**config.mk**
```make
export PLATFORM = sky130hd
export DESIGN_NAME = checked_integer_text_parser_unit
export DESIGN_NICKNAME = d
export VERILOG_FILES = /design/src/hw/rtl/ctip_pkg.sv /design/src/hw/rtl/ctip_scan.sv /design/src/hw/rtl/ctip_finish.sv /design/src/hw/rtl/checked_integer_text_parser_unit.sv
export SDC_FILE = /design/constraint.sdc
export NUM_CORES = 2
export LEC_CHECK = 0
export BUFFER_PORTS_ARGS = -buffer_cell sky130_fd_sc_hd__buf_2
export CORE_MARGIN = 5
export CORE_UTILIZATION = 45
export DETAILED_ROUTE_END_ITERATION = 12
export GPL_TIMING_DRIVEN = 0
export HOLD_SLACK_MARGIN = 0.08
export PLACE_DENSITY = 0.63
export SYNTH_ARGS = -nofsm -noshare
export SYNTH_HDL_FRONTEND = slang
export SYNTH_SLANG_ARGS = --single-unit
```
**constraint.sdc**
```tcl
create_clock -name clock -period 10.2 [get_ports clock]
set_clock_uncertainty 0.15 [all_clocks]
set_input_delay 1.53 -clock clock [delete_from_list [all_inputs] [get_ports clock]]
set_output_delay 1.53 -clock clock [all_outputs]
set_load 0.05 [all_outputs]
```
**src/hw/rtl/ctip_pkg.sv**
```systemverilog
// Package for the checked integer text parser.
// Types, codes and character helpers shared by the scan, finish and top modules.
// No dependencies.
`timescale 1ns / 1ps
`default_nettype none

package ctip_pkg;

   // scan phases
   localparam logic [2:0] PH_SPACE      = 3'd0;
   localparam logic [2:0] PH_SIGNED     = 3'd1;
   localparam logic [2:0] PH_ZERO_AUTO  = 3'd2;
   localparam logic [2:0] PH_ZERO_HEX   = 3'd3;
   localparam logic [2:0] PH_ZERO_PLAIN = 3'd4;
   localparam logic [2:0] PH_PREFIX     = 3'd5;
   localparam logic [2:0] PH_DIGITS     = 3'd6;
   localparam logic [2:0] PH_TAIL       = 3'd7;

   // result status codes
   localparam logic [2:0] ST_OK    = 3'd0;
   localparam logic [2:0] ST_SPACE = 3'd1;
   localparam logic [2:0] ST_PLUS  = 3'd2;
   localparam logic [2:0] ST_MINUS = 3'd3;
   localparam logic [2:0] ST_RANGE = 3'd4;
   localparam logic [2:0] ST_NODIG = 3'd5;
   localparam logic [2:0] ST_TRAIL = 3'd6;
   localparam logic [2:0] ST_OTHER = 3'd7;

   // register indexes
   localparam logic [1:0] CSR_OPTION_MASK = 2'd0;
   localparam logic [1:0] CSR_NUMBER_BASE = 2'd1;
   localparam logic [1:0] CSR_RESULT_KIND = 2'd2;

   // option mask bits
   localparam int OPT_SPACE = 0;
   localparam int OPT_PLUS  = 1;
   localparam int OPT_MINUS = 2;
   localparam int OPT_SPEC  = 3;
   localparam int OPT_SAT   = 4;
   localparam int OPT_TRAIL = 5;

   // result kinds
   localparam logic [1:0] KIND_S32 = 2'd2;
   localparam logic [1:0] KIND_U32 = 2'd3;

   localparam logic [5:0] BASE_MAX   = 6'd36;
   localparam logic [5:0] BASE_DEC   = 6'd10;
   localparam logic [5:0] BASE_OCT   = 6'd8;
   localparam logic [5:0] BASE_HEX   = 6'd16;
   localparam logic [6:0] NOT_DIGIT  = 7'd99;

   localparam logic [7:0] CHAR_NUL   = 8'h00;
   localparam logic [7:0] CHAR_PLUS  = 8'h2B;
   localparam logic [7:0] CHAR_MINUS = 8'h2D;
   localparam logic [7:0] CHAR_ZERO  = 8'h30;
   localparam logic [7:0] CHAR_LX    = 8'h78;
   localparam logic [7:0] CHAR_UX    = 8'h58;

   typedef struct packed {
      logic [5:0] option_mask;
      logic [5:0] number_base;
      logic [1:0] result_kind;
   } cfg_type;

   typedef struct packed {
      logic [2:0] phase;
      logic       overflowed;
      logic       is_negative;
      logic       digit_seen;
      logic [2:0] early_error;
   } flags_type;

   function automatic logic [6:0] digit_of(input logic [7:0] c);
      logic [6:0] d;
      if (c >= 8'h30 && c <= 8'h39) begin
         d = 7'(c - 8'h30);
      end else if (c >= 8'h61 && c <= 8'h7A) begin
         d = 7'(c - 8'h61 + 8'd10);
      end else if (c >= 8'h41 && c <= 8'h5A) begin
         d = 7'(c - 8'h41 + 8'd10);
      end else begin
         d = NOT_DIGIT;
      end
      return d;
   endfunction

   function automatic logic is_space(input logic [7:0] c);
      return (c >= 8'd9 && c <= 8'd13) || c == 8'd32;
   endfunction

   function automatic logic base_bad(input cfg_type cfg);
      return (!cfg.option_mask[OPT_SPEC] && cfg.number_base == 6'd0) ||
             cfg.number_base == 6'd1 || cfg.number_base > BASE_MAX;
   endfunction

endpackage

`default_nettype wire

```
**src/hw/rtl/ctip_scan.sv**
```systemverilog
// Scan state of the parser: phase, sign, accumulator and offsets.
// One byte per step; one multiply-add with overflow compare per digit. Uses ctip_pkg.
`timescale 1ns / 1ps
`default_nettype none

module ctip_scan import ctip_pkg::*; #(
   parameter int WIDE_BITS = 64,
   parameter int MAX_LEN   = 4096,
   parameter int POS_W     = 13
) (
   input  wire logic                 clock,
   input  wire logic                 reset,
   input  wire logic                 step,
   input  wire logic [7:0]           text_byte,
   input  wire cfg_type              cfg,
   output flags_type                 flags,
   output logic [WIDE_BITS-1:0]      accumulator,
   output logic [POS_W-1:0]          position,
   output logic [POS_W-1:0]          number_end
);

   localparam int PROD_W = WIDE_BITS + 6;
   localparam logic [WIDE_BITS-1:0] TOP = {1'b1, {(WIDE_BITS-1){1'b0}}};

   flags_type               flags_ff, flags_in;
   logic [WIDE_BITS-1:0]    acc_ff, acc_in;
   logic [POS_W-1:0]        pos_ff, pos_in;
   logic [POS_W-1:0]        end_ff, end_in;
   logic [5:0]              base_ff, base_in;

   logic [5:0]              sel_base;
   logic [6:0]              digit;
   logic                    digit_ok;
   logic [WIDE_BITS-1:0]    lim;
   logic [PROD_W-1:0]       prod;
   logic                    ovf_now;
   logic                    do_digit;
   logic                    do_zero;
   logic [2:0]              zero_phase;
   logic                    is_x;

   // base that the digit unit works in this step
   always_comb begin
      unique case (flags_ff.phase) inside
         PH_SPACE, PH_SIGNED: sel_base = (cfg.number_base == 6'd0) ? BASE_DEC : cfg.number_base;
         PH_ZERO_AUTO:        sel_base = BASE_OCT;
         default:             sel_base = base_ff;
      endcase
   end

   assign digit    = digit_of(text_byte);
   assign digit_ok = (sel_base >= 6'd2) && (digit < {1'b0, sel_base});
   assign lim      = cfg.result_kind[0] ? {WIDE_BITS{1'b1}} :
                     (flags_ff.is_negative ? TOP : TOP - WIDE_BITS'(1));
   // acc > (lim - d) / base is the same as acc * base + d > lim
   assign prod     = PROD_W'(acc_ff) * PROD_W'(sel_base) + PROD_W'(digit);
   assign ovf_now  = prod > PROD_W'(lim);
   assign is_x     = (text_byte == CHAR_LX) || (text_byte == CHAR_UX);

   always_comb begin
      flags_in   = flags_ff;
      acc_in     = acc_ff;
      pos_in     = pos_ff;
      end_in     = end_ff;
      base_in    = base_ff;
      do_digit   = 1'b0;
      do_zero    = 1'b0;
      zero_phase = PH_DIGITS;

      if (flags_ff.early_error == ST_OK) begin
         unique case (flags_ff.phase) inside
            PH_SPACE, PH_SIGNED: begin
               if (flags_ff.phase == PH_SPACE && is_space(text_byte)) begin
                  if (!cfg.option_mask[OPT_SPACE]) begin
                     flags_in.early_error = ST_SPACE;
                     flags_in.phase       = PH_TAIL;
                  end
               end else if (flags_ff.phase == PH_SPACE && text_byte == CHAR_PLUS) begin
                  if (!cfg.option_mask[OPT_PLUS]) begin
                     flags_in.early_error = ST_PLUS;
                     flags_in.phase       = PH_TAIL;
                  end else begin
                     flags_in.is_negative = 1'b0;
                     flags_in.phase       = PH_SIGNED;
                  end
               end else if (flags_ff.phase == PH_SPACE && text_byte == CHAR_MINUS) begin
                  if (!cfg.option_mask[OPT_MINUS]) begin
                     flags_in.early_error = ST_MINUS;
                     flags_in.phase       = PH_TAIL;
                  end else begin
                     flags_in.is_negative = 1'b1;
                     flags_in.phase       = PH_SIGNED;
                  end
               end else if (base_bad(cfg)) begin
                  flags_in.early_error = ST_OTHER;
                  flags_in.phase       = PH_TAIL;
               end else if (cfg.number_base == 6'd0) begin
                  if (text_byte == CHAR_ZERO) begin
                     do_zero    = 1'b1;
                     zero_phase = PH_ZERO_AUTO;
                  end else begin
                     base_in  = BASE_DEC;
                     do_digit = 1'b1;
                  end
               end else begin
                  base_in = cfg.number_base;
                  if (cfg.number_base == BASE_HEX && text_byte == CHAR_ZERO) begin
                     do_zero    = 1'b1;
                     zero_phase = cfg.option_mask[OPT_SPEC] ? PH_ZERO_HEX : PH_ZERO_PLAIN;
                  end else begin
                     do_digit = 1'b1;
                  end
               end
            end
            PH_ZERO_AUTO: begin
               if (is_x) begin
                  base_in        = BASE_HEX;
                  flags_in.phase = PH_PREFIX;
               end else begin
                  base_in  = BASE_OCT;
                  do_digit = 1'b1;
               end
            end
            PH_ZERO_HEX: begin
               if (is_x) begin
                  flags_in.phase = PH_PREFIX;
               end else begin
                  do_digit = 1'b1;
               end
            end
            PH_ZERO_PLAIN: begin
               if (text_byte == CHAR_LX) begin
                  flags_in.phase = PH_TAIL;
               end else if (text_byte == CHAR_UX) begin
                  flags_in.phase = PH_PREFIX;
               end else begin
                  do_digit = 1'b1;
               end
            end
            PH_PREFIX: begin
               if (digit < 7'd16) begin
                  do_digit = 1'b1;
               end else begin
                  flags_in.phase = PH_TAIL;
               end
            end
            PH_DIGITS: do_digit = 1'b1;
            default:   ;
         endcase
      end

      if (do_zero) begin
         flags_in.digit_seen = 1'b1;
         acc_in              = '0;
         end_in              = pos_ff + POS_W'(1);
         flags_in.phase      = zero_phase;
      end

      if (do_digit) begin
         if (!digit_ok) begin
            flags_in.phase = PH_TAIL;
         end else begin
            if (!flags_ff.overflowed) begin
               if (ovf_now) begin
                  flags_in.overflowed = 1'b1;
               end else begin
                  acc_in = prod[WIDE_BITS-1:0];
               end
            end
            flags_in.digit_seen = 1'b1;
            end_in              = pos_ff + POS_W'(1);
            flags_in.phase      = PH_DIGITS;
         end
      end

      if (pos_ff < POS_W'(MAX_LEN)) begin
         pos_in = pos_ff + POS_W'(1);
      end

      // terminator: result is formed from the old state, then all clears
      if (text_byte == CHAR_NUL) begin
         flags_in = '{phase: PH_SPACE, overflowed: 1'b0, is_negative: 1'b0,
                      digit_seen: 1'b0, early_error: ST_OK};
         acc_in   = '0;
         pos_in   = '0;
         end_in   = '0;
         base_in  = '0;
      end
   end

   always_ff @(posedge clock) begin
      if (reset) begin
         flags_ff <= '{phase: PH_SPACE, overflowed: 1'b0, is_negative: 1'b0,
                       digit_seen: 1'b0, early_error: ST_OK};
         acc_ff   <= '0;
         pos_ff   <= '0;
         end_ff   <= '0;
         base_ff  <= '0;
      end else if (step) begin
         flags_ff <= flags_in;
         acc_ff   <= acc_in;
         pos_ff   <= pos_in;
         end_ff   <= end_in;
         base_ff  <= base_in;
      end
   end

   assign flags       = flags_ff;
   assign accumulator = acc_ff;
   assign position    = pos_ff;
   assign number_end  = end_ff;

endmodule

`default_nettype wire

```
**src/hw/rtl/ctip_finish.sv**
```systemverilog
// Result forming for the parser: error order, saturation and 32-bit narrowing.
// Pure logic on the scan state at the terminator. Uses ctip_pkg.
`timescale 1ns / 1ps
`default_nettype none

module ctip_finish import ctip_pkg::*; #(
   parameter int WIDE_BITS = 64,
   parameter int POS_W     = 13
) (
   input  wire cfg_type              cfg,
   input  wire flags_type            flags,
   input  wire logic [WIDE_BITS-1:0] accumulator,
   input  wire logic [POS_W-1:0]     position,
   input  wire logic [POS_W-1:0]     number_end,
   output logic [63:0]               parsed_value,
   output logic [2:0]                status,
   output logic [12:0]               end_offset
);

   localparam logic [63:0] TOP  = 64'd1 << (WIDE_BITS - 1);
   localparam logic [63:0] UMAX = TOP | (TOP - 64'd1);

   logic [63:0] acc64;
   logic [63:0] neg_acc;
   logic [63:0] biased;

   assign acc64   = 64'(accumulator);
   assign neg_acc = 64'd0 - acc64;

   always_comb begin
      logic [2:0]  st;
      logic [63:0] v;
      logic        sat;
      st  = flags.early_error;
      sat = cfg.option_mask[OPT_SAT];
      v   = '0;

      if (st == ST_OK && (flags.phase == PH_SPACE || flags.phase == PH_SIGNED) &&
          base_bad(cfg)) begin
         st = ST_OTHER;
      end
      if (st == ST_OK && flags.overflowed && !sat) begin
         st = ST_RANGE;
      end
      if (st == ST_OK && !flags.digit_seen) begin
         st = ST_NODIG;
      end

      if (st == ST_OK) begin
         if (cfg.result_kind[0]) begin
            if (flags.overflowed) begin
               v = UMAX;
            end else begin
               v = flags.is_negative ? (neg_acc & UMAX) : acc64;
            end
            // negative unsigned: range, or zero when saturating
            if (flags.is_negative && v != 64'd0) begin
               if (!sat) begin
                  st = ST_RANGE;
               end
               v = '0;
            end
         end else begin
            if (flags.overflowed) begin
               v = flags.is_negative ? (64'd0 - TOP) : (TOP - 64'd1);
            end else begin
               v = flags.is_negative ? neg_acc : acc64;
            end
         end
      end

      if (st == ST_OK && number_end != position && !cfg.option_mask[OPT_TRAIL]) begin
         st = ST_TRAIL;
      end

      biased = v + 64'h0000_0000_8000_0000;
      if (st == ST_OK && cfg.result_kind == KIND_S32) begin
         if (biased[63:32] != 32'd0) begin
            if (!sat) begin
               st = ST_RANGE;
            end else begin
               v = v[63] ? 64'hFFFF_FFFF_8000_0000 : 64'h0000_0000_7FFF_FFFF;
            end
         end
      end else if (st == ST_OK && cfg.result_kind == KIND_U32) begin
         if (v[63:32] != 32'd0) begin
            if (!sat) begin
               st = ST_RANGE;
            end else begin
               v = 64'h0000_0000_FFFF_FFFF;
            end
         end
      end

      parsed_value = (st == ST_OK) ? v : 64'd0;
      status       = st;
      end_offset   = (st == ST_OK) ? number_end[12:0] : 13'd0;
   end

endmodule

`default_nettype wire

```
**src/hw/rtl/checked_integer_text_parser_unit.sv**
```systemverilog
// Checked integer text parser: converts a byte string to a 32- or 64-bit integer.
// A request carries one byte of text; a zero byte ends the string and makes one
// response with the value, a status code and the offset just past the last digit.
// Every other byte produces no response. Options, radix and result kind must be
// set through the csr_ write port while no string is in flight; this is unchecked.
// Timing: a request is registered in the input register on acceptance and scanned
// when it leaves that register; a terminator then writes its response into the
// response register, where rsp_valid shows it until it is taken.
// One request is taken every cycle while req_stall is low; the digit path is one
// 64x6 multiply-add and compare per byte, which sets the clock rate.
// Reset (synchronous) clears the scan state and loads option_mask 0, radix 10,
// result kind signed 64. A stalled response holds its payload; further text bytes
// still flow until a second terminator meets the full response register, at which
// point req_stall rises until the response is taken.
// Uses ctip_pkg, ctip_scan, ctip_finish.
`timescale 1ns / 1ps
`default_nettype none

module checked_integer_text_parser_unit import ctip_pkg::*; #(
   parameter int MAX_LEN   = 4096,
   parameter int WIDE_BITS = 64
) (
   input  wire logic        clock,
   input  wire logic        reset,
   input  wire logic        req_valid,
   output logic             req_stall,
   input  wire logic [7:0]  req_text_byte,
   output logic             rsp_valid,
   input  wire logic        rsp_stall,
   output logic [63:0]      rsp_parsed_value,
   output logic [2:0]       rsp_status,
   output logic [12:0]      rsp_end_offset,
   input  wire logic        csr_write_enable,
   input  wire logic [1:0]  csr_index,
   input  wire logic [5:0]  csr_write_data
);

   localparam int POS_BITS = $clog2(MAX_LEN + 2);
   localparam int POS_W    = (POS_BITS > 13) ? POS_BITS : 13;

   cfg_type               cfg_ff, cfg_in;

   logic                  in_valid_ff, in_valid_in;
   logic [7:0]            in_byte_ff;
   logic                  in_is_term;
   logic                  out_free;
   logic                  advance;

   logic                  out_valid_ff, out_valid_in;
   logic [63:0]           out_value_ff;
   logic [2:0]            out_status_ff;
   logic [12:0]           out_end_ff;

   flags_type             flags;
   logic [WIDE_BITS-1:0]  accumulator;
   logic [POS_W-1:0]      position;
   logic [POS_W-1:0]      number_end;
   logic [63:0]           fin_value;
   logic [2:0]            fin_status;
   logic [12:0]           fin_end;

   // configuration registers
   always_comb begin
      cfg_in = cfg_ff;
      if (csr_write_enable) begin
         unique case (csr_index)
            CSR_OPTION_MASK: cfg_in.option_mask = csr_write_data;
            CSR_NUMBER_BASE: cfg_in.number_base = csr_write_data;
            CSR_RESULT_KIND: cfg_in.result_kind = csr_write_data[1:0];
            default:         ;
         endcase
      end
   end

   always_ff @(posedge clock) begin
      if (reset) begin
         cfg_ff <= '{option_mask: 6'd0, number_base: BASE_DEC, result_kind: 2'd0};
      end else begin
         cfg_ff <= cfg_in;
      end
   end

   // input register; only a terminator can be held back by the response side
   assign in_is_term   = (in_byte_ff == CHAR_NUL);
   assign out_free     = !out_valid_ff || !rsp_stall;
   assign advance      = in_valid_ff && (!in_is_term || out_free);
   assign req_stall    = in_valid_ff && !advance;
   assign in_valid_in  = req_stall ? in_valid_ff : req_valid;

   always_ff @(posedge clock) begin
      if (reset) begin
         in_valid_ff <= 1'b0;
      end else begin
         in_valid_ff <= in_valid_in;
      end
   end

   always_ff @(posedge clock) begin
      if (req_valid && !req_stall) begin
         in_byte_ff <= req_text_byte;
      end
   end

   ctip_scan #(
      .WIDE_BITS (WIDE_BITS),
      .MAX_LEN   (MAX_LEN),
      .POS_W     (POS_W)
   ) u_scan (
      .clock       (clock),
      .reset       (reset),
      .step        (advance),
      .text_byte   (in_byte_ff),
      .cfg         (cfg_ff),
      .flags       (flags),
      .accumulator (accumulator),
      .position    (position),
      .number_end  (number_end)
   );

   ctip_finish #(
      .WIDE_BITS (WIDE_BITS),
      .POS_W     (POS_W)
   ) u_finish (
      .cfg          (cfg_ff),
      .flags        (flags),
      .accumulator  (accumulator),
      .position     (position),
      .number_end   (number_end),
      .parsed_value (fin_value),
      .status       (fin_status),
      .end_offset   (fin_end)
   );

   // response register
   always_comb begin
      out_valid_in = out_valid_ff;
      if (advance && in_is_term) begin
         out_valid_in = 1'b1;
      end else if (!rsp_stall) begin
         out_valid_in = 1'b0;
      end
   end

   always_ff @(posedge clock) begin
      if (reset) begin
         out_valid_ff <= 1'b0;
      end else begin
         out_valid_ff <= out_valid_in;
      end
   end

   always_ff @(posedge clock) begin
      if (advance && in_is_term) begin
         out_value_ff  <= fin_value;
         out_status_ff <= fin_status;
         out_end_ff    <= fin_end;
      end
   end

   assign rsp_valid        = out_valid_ff;
   assign rsp_parsed_value = out_value_ff;
   assign rsp_status       = out_status_ff;
   assign rsp_end_offset   = out_end_ff;

endmodule

`default_nettype wire
```
After elaboration in Yosys (flattened, before gate mapping) --
Index checks and enable logic that the tools add are counted.
Word-level totals: register bits after elaboration 209, bits in latches 0, RAM bits 0, bits in read-only memories 0, bits of input ports 21, output and inout bits 82, logic and storage cells 282, memories 0
Cells by class: add/subtract/negate cells 9, $mul 1, divide/modulo/power cells 0, $lt $le $gt $ge 14, eq/ne operators 35, shift-type cells 0, mux-type cells 129, bitwise gates (word level) 0, reductions and logical operators 76
Operators by type and width (count):
- 2-to-1 mux 64 bit | 23
- 2-to-1 mux 3 bit | 44
- 2-to-1 mux 13 bit | 6
- adder 70 x 7 -> 70 bit | 1
- > comparator 70 x 64 -> 1 bit | 1
- multiplier 64 x 6 -> 70 bit | 1
- adder 64 x 32 -> 64 bit (second input constant) | 1
- nonzero test 32 bit | 2
- nonzero test 64 bit | 1
- subtractor 1 x 64 -> 64 bit (first input constant) | 1
- 2-to-1 mux 6 bit | 9
- 2-to-1 mux 1 bit | 37
- equality test 8 x 6 -> 1 bit (second input constant) | 4
- logical AND 1 bit | 24
- logical NOT 3 bit | 8
- one-hot mux 6 bit (2 select lines) | 2
- 2-to-1 mux 7 bit | 3
- inequality test 3 bit (second input constant) | 6
- equality test 8 x 7 -> 1 bit (second input constant) | 2
- greater-or-equal comparator 8 x 7 -> 1 bit (second input constant) | 2
- <= comparator 8 x 7 -> 1 bit (second input constant) | 2
- AND reduction 8 bit | 2
- adder 7 x 4 -> 7 bit (second input constant) | 2
- AND reduction 7 bit | 2
- other kinds (46) | 78

Logic depth before layout (Yosys ltp) --
depth after elaboration 29, mapped depth 43

By module --
From an unflattened synthesis, not the netlist that was laid out.
Unflattened totals: cell total of the unflattened synthesis 3523, area total of the unflattened synthesis 29268.1 um^2
Modules (own cells, without submodules):
- ctip_scan | times used 1, cells an instance 2321, area an instance 19630.1 um^2
- ctip_finish | times used 1, cells an instance 1050, area an instance 6349.8 um^2
- checked_integer_text_parser_unit | times used 1, cells an instance 152, area an instance 3288.2 um^2

Worst setup path after synthesis --
No wires, ideal clock.
path kind reg2reg, start point register cfg_ff[7] (netlist name), end point register u_scan.acc_ff[51] (netlist: u_scan.accumulator[51]), library setup time 60 ps, arrival 9261 ps, data required time 9990 ps, slack 729 ps, cell stages (with the launch flop) 41, cell sequence dfxtp_1 -> or4_1 -> nor3_1 -> or2_2 -> a22o_1 -> clkbuf_1 -> clkbuf_1 -> nand2_1 -> fa_1 -> fa_1 -> inv_1 -> fa_1 -> ha_1 -> ha_1 -> a21oi_1 -> o21ai_0 -> a21o_1 -> a21o_1 -> [... 5 more ...] -> a31oi_1 -> xnor2_1 -> ha_1 -> a21o_1 -> a21o_1 -> a21oi_1 -> nor2b_1 -> o21ai_0 -> nand2b_1 -> a221oi_1 -> o21ai_0 -> a211oi_1 -> and4b_1 -> nand4_1 -> or2_2 -> nor3_1 -> clkbuf_1 -> a22o_1
Between the ends: cells in the longest elaborated chain, start to end 16
Ends and longest elaborated chain:
- start, declared | RTL line checked_integer_text_parser_unit.sv:41 | cfg_type cfg_ff, cfg_in;
- start signal, assigned | RTL line checked_integer_text_parser_unit.sv:77 | cfg_ff <= '{option_mask: 6'd0, number_base: BASE_DEC, result_kind: 2'd0};
- start signal, assigned | RTL line checked_integer_text_parser_unit.sv:79 | cfg_ff <= cfg_in;
- branches (longest 14 deep; another with multiplier 64 x 6 -> 70 bit)
- 2-to-1 mux 64 bit * | RTL line ctip_scan.sv:159 | if (do_digit) begin
- 2-to-1 mux 64 bit * | RTL line ctip_scan.sv:181 | if (text_byte == CHAR_NUL) begin
- end signal, assigned | RTL line ctip_scan.sv:201 | acc_ff <= acc_in;
- end, declared | RTL line ctip_scan.sv:26 | logic [WIDE_BITS-1:0] acc_ff, acc_in;
Every way passes the cells marked *. A chain may end at the register's enable or synchronous reset.

Final worst setup path --
start point register cfg_ff[5] (netlist name), end point register u_scan.acc_ff[17] (netlist: u_scan.accumulator[17])
Same word-level chain as after synthesis.

==> impl_metrics.toml <==
[global_routing]
grt_max_degree = 72
track_usage_pct = 27.43
grt_busiest_layer = "met2"
overflow = 0
grt_pass1_vias = 24960
grt_pass1_wl_um = 146500
gr-usage-met2_pct = 42.86
use_met3_pct = 3.605
antenna_found_initial = 2
use_met1_pct = 39.06

[cts]
cts_tree = "done"
cts_root_buf = "clkbuf_16"
hold_buffers = 0
cts.clk_slew.worst_paths_ps = 60
cts_buffers = 23
cts_buffer_depth = 3
clock_sinks = 209
h-tree-depth = 1
clk_latency_ps = 560

[synth]
synth_edf_count = 88
synthCells = 3282
ys_warn_count = 0
ys_types = 91
syn-num-nets = 3782
synth_seq_cells = 209
synth_top_cells_by_area = "fa_1 (18%), ha_1 (10%), edfxtp_1 (9.5%)"
ys_seq_area_share_pct = 18.21
ys.flop_type = "dfxtp_1"
async_flop_share_pct = 0
yosys.area.top_type_share_pct = 18.21
syn_area_per_cell_um2 = 8.472
synth_area_leader_cell = "fa_1"
syn_area_um2 = 27810

[timing]
fin_crit_ps = 9942
setup_tns_ps = 0
slew_headroom_pct = 6.228
fin_crit_sh_pct = 97.47
setup_violations = 0
hold_viol_final = 0
max_freq_ghz = 0.1006
tightest_slew_ps = 1397
slew_violations = 0
layout_setup_ws_ps = 257.8

[floorplan]
start_util_pct = 45.23
fp-row-count = 91
fp.dieW_um = 258.6
die_h_um = 258.6
die_area_um2 = 66860
core_area_um2 = 61480
io_pins = 103

[setup_path]
reg2regPathDepth = 42
cp-start-kind = "register"
required_ps = 10530
reg2reg_from = "cfg_ff[5]$_SDFFE_PP1P_"
cp_max_fo = 10
max_stage_delay_ps = 580
r2r-end = "u_scan.accumulator[17]$_SDFFE_PP0P_"
cp.arrival_ps = 10280
r2r_slack_ps = 260
critPathKind = "register to register"
critPathSlowestCell = "or4_4"
end_kind = "register"

[routing]
post_drt_via_cell_ratio = 6.047
drt-wirelength-per-cell_um = 22.25
initialDrtViolationCount = 2440
drt-pass1-iter-count = 6
antenna_left = 0
drt_wl_total_um = 94300
drc = 0
vias = 25630

[place]
dp_hpwl_um = 75990
pre_cts_slack_ps = -3065
placed_cell_area_um2 = 29370
port_buffers = 102
place_inst = 4177
place.gp.congestion = 1.001

[status]
status = "completed"

[pwr]
swShare_pct = 27.63
p_leak_uw = 0.01493
finalPower_uw = 1990
ir_drop_mv = 0.09396
p_seq_share_pct = 44.5
internal_power_uw = 1440
clkPwrFrac_pct = 42.7
power_density_nw_per_um2 = 63.79
switchingPower_uw = 549.9
p_comb_share_pct = 12.9

[cells_and_area]
drive_above_1_share_pct = 10.79
final_cells = 4239
design_area_um2 = 31200
nets = 3931
syn_to_final_growth_pct = 12.21

[run]
maxCapViolCount = 0

[min_path]
worstHoldStart = "u_scan.flags[3]$_SDFFE_PP0P_"
hold_class = "register to register"
whs_endpoint = "u_scan.flags[3]$_SDFFE_PP0P_"
hold_depth = 2
==> registers in the layout, indices dropped and copies added, names as in the netlist <==
register,flops
cfg_ff,14
in_byte_ff,8
in_valid_ff,1
rsp_end_offset,13
rsp_parsed_value,64
rsp_status,3
rsp_valid,1
u_scan.accumulator,64
u_scan.base_ff,6
u_scan.flags,9
u_scan.number_end,13
u_scan.position,13
==> synthesized netlist by cell type, types with 43 or more instances <==
cell type / n
a21o_1: 98
nor3_1: 68
nand2_1: 307
nor4_1: 43
a21oi_1: 168
a22o_1: 79
nand3_1: 73
and2_1: 220
nand4_1: 67
o21ai_0: 102
nor2_1: 221
xnor2_1: 67
inv_1: 236
clkbuf_1: 206
xor2_1: 64
dfxtp_1: 121
a211oi_1: 46
ha_1: 226
fa_1: 253
edfxtp_1: 88
==> routing by layer <==
metal	vias to the layer above	share of wire (%)	wire length, um
li1	11880	-	-
met1	12510	44	41430
met2	1066	44	41440
met3	184	7.8	7327
met4	2	4.3	4097
met5	-	0.0095	9
==> power by group through the flow <==
stage | clock, uW | combinational [uW] | sequential (uW)
after detailed placement | 0 | 219 | 901
after CTS | 863 | 246 | 884
after global placement | 0 | 219 | 901
after global routing | 893 | 276 | 886
final | 849 | 256 | 885
after floorplan | 0 | 138 | 899
==> worst max-delay path: cells and delay by family (launching register included) <==
family                     cells  cell delay (ps)
AOI/OAI and AO/OA             15             3050
and+or+nand+nor               13             2620
adders and majority gates      6             2410
buffers and inverters          7             1060
DFF                            1              360
xor gates and xnor gates       1              180
==> worst max path at each step <==
stage                     slack, ps              startpoint                             endpoint  cells after the start
after global routing            -40  cfg_ff[5]$_SDFFE_PP1P_  u_scan.accumulator[22]$_SDFFE_PP0P_                     43
after detailed placement      -3070  cfg_ff[7]$_SDFFE_PP0P_  u_scan.accumulator[55]$_SDFFE_PP0P_                     41
after CTS                         6  cfg_ff[7]$_SDFFE_PP0P_  u_scan.accumulator[22]$_SDFFE_PP0P_                     41
after floorplan                 730  cfg_ff[7]$_SDFFE_PP0P_  u_scan.accumulator[51]$_SDFFE_PP0P_                     40
final                           260  cfg_ff[5]$_SDFFE_PP1P_  u_scan.accumulator[17]$_SDFFE_PP0P_                     42
after global placement        -4200  cfg_ff[7]$_SDFFE_PP0P_  u_scan.accumulator[56]$_SDFFE_PP0P_                     40
==> through the flow <==
| stage | util (%) | hold slack, ps |
|---|---|---|
| floorplan | - | 281.5 |
| global placement | 47.66 | 296.4 |
| detailed placement | 47.77 | 300.6 |
| CTS | 50.07 | 323.8 |
| global route | 50.74 | 362.9 |
| finish | 50.75 | 328.9 |
==> cells by family after synthesis <==
logic type	after synthesis	share of synthesized area, %
AND/OR/NAND/NOR	1236	23.25
XOR/XNOR	131	4.126
AO/OA/AOI/OAI	735	18.57
buffers and inverters	460	6.286
flip-flops	209	18.21
multiplexers	32	1.179
adder cells (fa/ha/maj)	479	28.38
==> layout by cell type (no fill, tap or decap), types with 40 or more instances in the layout <==
cell      synthesis  routed
nor2_1          221     215
a21o_1           98      97
inv_1           236     232
nand2_1         307     303
xor2_1           64      61
dfxtp_1         121     118
nor4_1           43      40
xnor2_1          67      61
nor3_1           68      63
ha_1            226     213
buf_2             8     111
edfxtp_1         88      88
and2_1          220     220
nand3_1          73      71
fa_1            253     251
a21oi_1         168     158
a211oi_1         46      41
a22o_1           79      74
clkbuf_1        206     161
o21ai_0         102      95
nand4_1          67      67
==> what timing repair did <==
action                     CTS  global route
buffers inserted            18            10
setup endpoints to repair   65           142
pin swaps                   28            40
gates resized for setup    132            83
gates cloned                 2             0
hold endpoints to repair     0             0
==> cell type report <==
class / count / area, um^2
buffer: 212 / 977.2
clock buffer: 30 / 646.9
fill: 5878 / 30280
tap: 790 / 988.4
multi-input combinational: 2613 / 21660
timing repair buffer: 135 / 839.6
inverter: 237 / 895.9
antenna: 1 / 2.502
clock inverter: 12 / 118.9
sequential: 209 / 5069
No activity file was read; power rests on OpenSTA's default activity.
